==> config.mk <==
export PLATFORM = sky130hd
export DESIGN_NAME = zrs_search
export DESIGN_NICKNAME = d
export VERILOG_FILES = /design/src/rtl/zrs_pkg.sv /design/src/rtl/zrs_search.sv
export SDC_FILE = /design/constraint.sdc
export NUM_CORES = 1
export LEC_CHECK = 0
export BUFFER_PORTS_ARGS = -buffer_cell sky130_fd_sc_hd__buf_2
export CORE_ASPECT_RATIO = 0.5
export CORE_MARGIN = 5
export CORE_UTILIZATION = 45
export DETAILED_ROUTE_END_ITERATION = 8
export GPL_TIMING_DRIVEN = 0
export PLACE_DENSITY = 0.69
export SLEW_MARGIN = 40
export SYNTH_ARGS = -nofsm -noshare
export SYNTH_HDL_FRONTEND = slang
export SYNTH_SLANG_ARGS = --single-unit
==> constraint.sdc <==
create_clock -name clk -period 13.5 [get_ports clk]
set_input_delay 2.025 -clock clk [delete_from_list [all_inputs] [get_ports clk]]
set_output_delay 2.025 -clock clk [all_outputs]
set_load 0.01 [all_outputs]
==> src/rtl/zrs_pkg.sv <==
package zrs_pkg;

  // Operation codes carried on the op input.
  localparam logic OP_LOAD   = 1'b0;
  localparam logic OP_SAMPLE = 1'b1;

  // Status of the search engine as seen by the top level.
  typedef struct packed {
    logic busy;
    logic done;
  } search_status_t;

endpackage

==> src/rtl/zrs_search.sv <==
module zrs_search import zrs_pkg::*; #(
  parameter int MAX_RANKS = 1024,
  parameter int FRACTION_BITS = 32,
  localparam int RANK_W = $clog2(MAX_RANKS + 1),
  localparam int CW = RANK_W + 1,
  localparam int AW = $clog2(MAX_RANKS)
) (
  input  logic                     clk,
  input  logic                     rst,
  input  logic                     start,
  input  logic [FRACTION_BITS-1:0] z_in,
  input  logic [RANK_W-1:0]        count,
  input  logic [FRACTION_BITS-1:0] rd_hi,
  input  logic [FRACTION_BITS-1:0] rd_lo,
  output logic [AW-1:0]            addr_hi,
  output logic [AW-1:0]            addr_lo,
  output search_status_t           status,
  output logic [RANK_W-1:0]        rank
);

  typedef enum logic [1:0] {
    ST_IDLE   = 2'b01,
    ST_SEARCH = 2'b10
  } state_t;

  localparam logic [RANK_W-1:0] ONE = RANK_W'(1);
  localparam logic [RANK_W-1:0] TWO = RANK_W'(2);
  localparam logic [RANK_W-1:0] MAX_N = RANK_W'(MAX_RANKS);

  state_t                   state, state_next;
  logic [RANK_W-1:0]        lo, lo_next;
  logic [RANK_W-1:0]        hi, hi_next;
  logic [RANK_W-1:0]        mid, mid_next;
  logic [RANK_W-1:0]        rank_next;
  logic                     done, done_next;
  logic [FRACTION_BITS-1:0] z;
  logic [RANK_W-1:0]        count_sat;
  logic [CW-1:0]            sum_start, sum_ge, sum_lt;
  logic                     hit_ge, hit_lt;

  assign count_sat = (count > MAX_N) ? MAX_N : count;

  // Candidate midpoints for both outcomes are formed beside the compare.
  assign sum_start = CW'(1) + {1'b0, count_sat};
  assign sum_ge    = {1'b0, lo} + {1'b0, mid} - CW'(1);
  assign sum_lt    = {1'b0, mid} + {1'b0, hi} + CW'(1);

  // The entry below rank one, cdf[0], is a fixed zero, below any nonzero z.
  assign hit_ge = (rd_hi >= z);
  assign hit_lt = (mid == ONE) ? (z != '0) : (rd_lo < z);

  always_comb begin
    state_next = state;
    lo_next    = lo;
    hi_next    = hi;
    mid_next   = mid;
    rank_next  = rank;
    done_next  = 1'b0;
    unique case (state)
      ST_IDLE: begin
        if (start) begin
          if (count_sat == '0) begin
            done_next = 1'b1;
            rank_next = '0;
          end else begin
            lo_next    = ONE;
            hi_next    = count_sat;
            mid_next   = RANK_W'(sum_start >> 1);
            state_next = ST_SEARCH;
          end
        end
      end
      ST_SEARCH: begin
        if (hit_ge && hit_lt) begin
          done_next  = 1'b1;
          rank_next  = mid;
          state_next = ST_IDLE;
        end else if (hit_ge) begin
          if (lo < mid) begin
            hi_next  = mid - ONE;
            mid_next = RANK_W'(sum_ge >> 1);
          end else begin
            done_next  = 1'b1;
            rank_next  = '0;
            state_next = ST_IDLE;
          end
        end else begin
          if (mid < hi) begin
            lo_next  = mid + ONE;
            mid_next = RANK_W'(sum_lt >> 1);
          end else begin
            done_next  = 1'b1;
            rank_next  = '0;
            state_next = ST_IDLE;
          end
        end
      end
      default: state_next = ST_IDLE;
    endcase
  end

  // Rank r lives at address r-1; the lower neighbor of rank one is unused.
  assign addr_hi = AW'(mid_next - ONE);
  assign addr_lo = (mid_next == ONE) ? '0 : AW'(mid_next - TWO);

  always_ff @(posedge clk) begin
    if (rst) begin
      state <= ST_IDLE;
      done  <= 1'b0;
    end else begin
      state <= state_next;
      done  <= done_next;
    end
    lo   <= lo_next;
    hi   <= hi_next;
    mid  <= mid_next;
    rank <= rank_next;
    if (state == ST_IDLE && start) begin
      z <= z_in;
    end
  end

  assign status.busy = (state == ST_SEARCH);
  assign status.done = done;

  a_window: assert property (@(posedge clk) disable iff (rst)
    state == ST_SEARCH |-> (lo <= mid) && (mid <= hi) && (lo != '0))
    else $error("search window is inconsistent");

  a_done_source: assert property (@(posedge clk) disable iff (rst)
    done |-> $past(state == ST_SEARCH) || $past(start && count_sat == '0))
    else $error("result strobe without a finished search");

  a_done_idle: assert property (@(posedge clk) disable iff (rst)
    done |-> state == ST_IDLE)
    else $error("result strobe while still searching");

  a_hit_checked: assert property (@(posedge clk) disable iff (rst)
    (state == ST_SEARCH && hit_ge && hit_lt) |=> done && rank == $past(mid))
    else $error("matched rank not delivered");

endmodule

# After elaboration in Yosys (flattened, before gate mapping)
# Cells that the tools add are included.
[classes]
mux = 43
reduce_logical = 9
add_sub_neg = 9
magnitude_cmp = 5
eq_ne = 14
[ops]
columns = ["op", "count"]
rows = [
  ["$mux 11", 23],
  ["$pmux 11 s2", 4],
  ["$ge 32x32->1", 1],
  ["$lt 32x32->1", 1],
  ["$reduce_bool 32->1", 1],
  ["$add 11x11->12", 2],
  ["$eq 11x1->1 const B", 2],
  ["$lt 11x11->1", 2],
  ["$add 1x11->12 const A", 1],
  ["$add 12x1->12 const B", 1],
  ["$mux 2", 6],
  ["$reduce_and 6->1", 2],
  ["$sub 12x1->12 const B", 1],
  ["$add 11x1->11 const B", 1],
  ["$gt 11x11->1 const B", 1],
  ["$logic_not 11->1", 1],
  ["$sub 11x1->11 const B", 1],
  ["$mux 10", 1],
  ["$ne 2x2->1 const B", 5],
  ["$sub 10x1->10 const B", 1],
  ["$sub 10x2->10 const B", 1],
  ["$ne 4x4->1 const B", 2],
  ["$mux 1", 7],
  ["$ne 2x1->1 const B", 3],
  ["8 further kinds", 9],
]
[word_totals]
register_bits = 79
wordCells = 87
out_inout_bits = 33
input_bits = 110

# Longest topological paths before layout
[depth]
word_depth = 8
mapped_depth = 17
mapped_depth_nobuf = 15

# Least setup slack after synthesis
# OpenSTA, ideal clock, no wires.
[synth_path]
kind = "in2out"
startpoint = "input port rd_hi[31]"
endpoint = "output port addr_lo[9]"
required_time_ps = 11475
setup_slack_ps = 6003
arrival_time_ps = 5472
path_buffers = 1
path_stages = 15
cell_sequence = "ha_1 > nand4_1 > nor3_1 > o221a_1 > nor2_1 > o21ai_1 > clkbuf_1 > o21ai_0 > a211oi_1 > o21a_1 > ha_1 > o211ai_1 > or4_1 > or3_1 > o21ai_1"
[synth_via]
elab_chain_cells = 6
elab_cells_between_ends = 8
cone_classes = "add/sub (1); order compare (1); eq/ne (1); mux (4); reduce/logical (1)"
[synth_lines]
columns = ["item", "line", "rtl"]
rows = [
  ["start, declared", "zrs_search.sv:13", "input logic [FRACTION_BITS-1:0] rd_hi,"],
  ["$ge 32x32->1 (*)", "zrs_search.sv:49", "assign hit_ge = (rd_hi >= z);"],
  ["$mux 11 or $logic_and 1x1->1 (tied branches)", "zrs_search.sv:78, zrs_search.sv:74", ""],
  ["$mux 11 (*)", "zrs_search.sv:74", "if (hit_ge && hit_lt) begin"],
  ["$pmux 11 s2 (*)", "zrs_search.sv:59", "unique case (state)"],
  ["$sub 10x2->10 or $eq 11x1->1 (tied branches)", "zrs_search.sv:104", "assign addr_lo = (mid_next == ONE) ? '0 : AW'(mid_next - TWO);"],
  ["$mux 10 (*)", "zrs_search.sv:104", ""],
  ["end, declared", "zrs_search.sv:16", "output logic [AW-1:0] addr_lo,"],
]
# Every way passes the cells marked *; elsewhere a longest branch is shown, timed or not.

# Worst setup path in the final report
# Ends and elaborated chain as after synthesis.

==> flow_metrics.tcl <==
set metrics [dict create \
    antenna_found_initial 0 \
    rr_startpoint "mid[4]" \
    vias 7200 \
    cts_setup_buffers 0 \
    io_pins 143 \
    drtPass1Iterations 5 \
    synth-seq-area-share_pct 29.17 \
    wl_per_cell_um 20.26 \
    fin_crit_ns 8.866 \
    rsz0062_at_grt "no" \
    syn-cell-area_sq_mm 0.007652 \
    worstPathCellList "buf_2 -> ha_1 -> nand4_1 -> nor3_1 -> nand4_1 -> o21ai_1 -> clkbuf_1 -> o21ai_0 -> a211oi_1 -> o21a_1 -> ha_1 -> o211ai_1 -> or4_1 -> or3_1 -> o21ai_1 -> buf_2" \
    clock_skew_ns 0.01062 \
    top_usage_layer "met2" \
    drive_gt1_share_pct 19.53 \
    syn_inst 854 \
    grt_use_total_pct 24.76 \
    hpwl_mm 20.62 \
    worstSetupEndpointType "output pin" \
    dpl.cell_count 1225 \
    cpPeakStageDelay_ns 0.57 \
    fin_util_pct 54.83 \
    finalMaxSlewViolations 0 \
    rows 33 \
    async_flop_share_pct 0 \
    ir_worst_vdd_v 0.0003062 \
    synth_common_cells "124 x ha_1, 102 x inv_1, 65 x edfxtp_1" \
    ctsHoldBuffers 0 \
    leakage_uw 0.004084 \
    max_cap_viol_count 0 \
    synth.avg_cell_area_sq_um 8.961 \
    rr_worst_depth 13 \
    final_hold_viol_count 0 \
    crit_required_ns 11.48 \
    rrSetupSlack_ns 9.10 \
    postRouteWirelength_mm 25.17 \
    h-tree-depth 3 \
    tns_ns 0 \
    setup_viol 0 \
    hold_path.class "reg2reg" \
    cp_slowest_cell "o21ai_1" \
    hold_end "state[0]" \
    viasPerCell 5.797 \
    cts_inserted_buffers 9 \
    min_path_cells 2 \
    critPathKind "in2out" \
    max_slew_margin_pct 40.86 \
    portBuffers 141 \
    gp_congestion 0.9611 \
    finalNonFillerCells 1242 \
    synth.area.top_cells "edfxtp_1 26%, ha_1 20%, inv_1 5.0%" \
    min_from "state[0]" \
    drt_iter0_drc 460 \
    yosysTopAreaCellShare_pct 25.51 \
    insertion_delay_ns 0.35 \
    postRouteAntennaNets 0 \
    synth_most_common_cell "ha_1" \
    cts-resized-gates 0 \
    clk_path_buf_depth 2 \
    fp.coreArea_sq_mm 0.01652 \
    cpLargestDelayFamily "simple AND/OR/NAND/NOR gates" \
    ys_ff_latch 79 \
    path_buf_inv 3 \
    grt_use_met1_pct 35.07 \
    cts_sinks 79 \
    fin_crit_sh_pct 65.67 \
    grt_pass1_vias 6915 \
    yosysTopAreaCell "edfxtp_1" \
    grt_use_met3_pct 4.447 \
    initial_core_util_pct 46.33 \
    drc 0 \
    clkSlewWorstSetupHoldPaths_ns 0.06 \
    cts_root_buffer "clkbuf_16" \
    ys_types 81 \
    dieArea_sq_mm 0.01987 \
    nets 1245 \
    reg2reg_to "mid[9]" \
    cp.arrival_ns 6.84 \
    yosysWarnings 0 \
    synth-edff-count 65 \
    synth_fp_nets 1090 \
    areaGrowthSynthToFinish_pct 18.35 \
    holdWs_ns 0.4773 \
    gr-total-overflow 0 \
    grt_pass1_wl_mm 38.54 \
    fmax_mhz 112.8 \
    start_kind "input pin" \
    finalPower_uw 2511 \
    grt_start_max_net_pins 20 \
    die_w_um 194.4 \
    cp_max_fo 10 \
    dieHeight_um 102.2 \
    powerDensity_mw_per_mm2 277.3 \
    tightest_slew_ns 0.8778 \
    ys.flop_type "edfxtp_1" \
    status "completed" \
    grtUsageMet2_pct 40.41 \
    cts_tree "yes" \
]
flip-flops by register name, indices dropped and copies added (netlist names):
register  count
mid          11
done          1
rank         11
z            32
hi           11
lo           11
state         2
placed cells by master (no fill, tap or decap), types with 4 or more instances in the layout:
cell,instances
a31oi_1,7
a31o_2,4
a21o_1,13
o21ai_1,7
dfxtp_1,14
nand3_1,21
a21oi_1,59
nor2b_1,5
nor4_1,23
and3_1,12
nor3_1,19
a41oi_1,7
nand2_1,51
o211ai_1,7
clkbuf_16,9
or3_1,4
mux2i_1,10
a211oi_1,11
clkbuf_1,17
ha_1,124
nor2_1,48
buf_2,145
nand4_1,11
a221oi_1,5
edfxtp_1,65
xnor2_1,33
nor3b_1,5
o21ai_0,42
a22oi_1,5
and4_1,5
nand2b_1,12
a22o_1,4
xor2_1,12
o21a_1,8
inv_1,102
cell type report:
cell class	instances	area, sq um
fillers	1552	7460
multi-input cells	645	4950
flip-flops and latches	79	2232
repair buffers	144	745.7
inverters	104	390.4
well taps	227	284.0
clock buffers	9	225.2
plain buffers	26	121.4
clock inverters	7	105.1
diodes	1	2.502
logic make-up after synthesis:
kind of cell             count (synthesis)  synth area share [%]
AND/OR/NAND/NOR                        242                 17.14
AO/OA/AOI/OAI                          221                 19.60
buffers and inverters                  130                 6.687
adder cells (fa/ha/maj)                126                 20.80
flip-flops                              79                 29.17
XOR/XNOR                                45                 5.150
multiplexers                            11                 1.455
per-layer routing:
metal | routed length, um | share of wire, %
met5 | 0 | 0
met4 | 310 | 1.2
met3 | 1803 | 7.2
met2 | 11080 | 44
met1 | 11970 | 48
tightest hold or removal path, cell delays in order (launching register included):
cell and delay (ns):
dfxtp_1 0.33, nand2_1 0.06, nand2_1 0.04
power by group:
group | internal [uW] | total [uW] | switching (uW)
Sequential | 381 | 444 | 63.6
Combinational | 674 | 1790 | 1120
Clock | 165 | 277 | 112
Total | 1220 | 2510 | 1290
worst max-delay path by stage:
stage | cells after the start | start | to | slack (ns)
5_1_grt | 16 | rd_hi[31] | addr_hi[9] | 4.47
6_report | 16 | rd_hi[31] | addr_lo[9] | 4.63
2_1_floorplan | 15 | rd_hi[31] | addr_lo[9] | 6.00
4_1_cts | 16 | rd_hi[31] | addr_lo[9] | 4.82
3_5_place_dp | 16 | rd_hi[31] | addr_lo[9] | 4.87
3_3_place_gp | 16 | rd_hi[31] | addr_lo[9] | 4.78
per-stage QoR:
| step | cell area (sq um) | setup slack (ns) |
|---|---|---|
| 2_1_floorplan | 7652 | 6.003 |
| 3_3_place_gp | 8642 | 4.783 |
| 3_5_place_dp | 8705 | 4.874 |
| 4_1_cts | 9035 | 4.815 |
| 5_1_grt | 9054 | 4.468 |
| 6_report | 9056 | 4.634 |
Note: power is estimated with default switching activity, not from simulation.
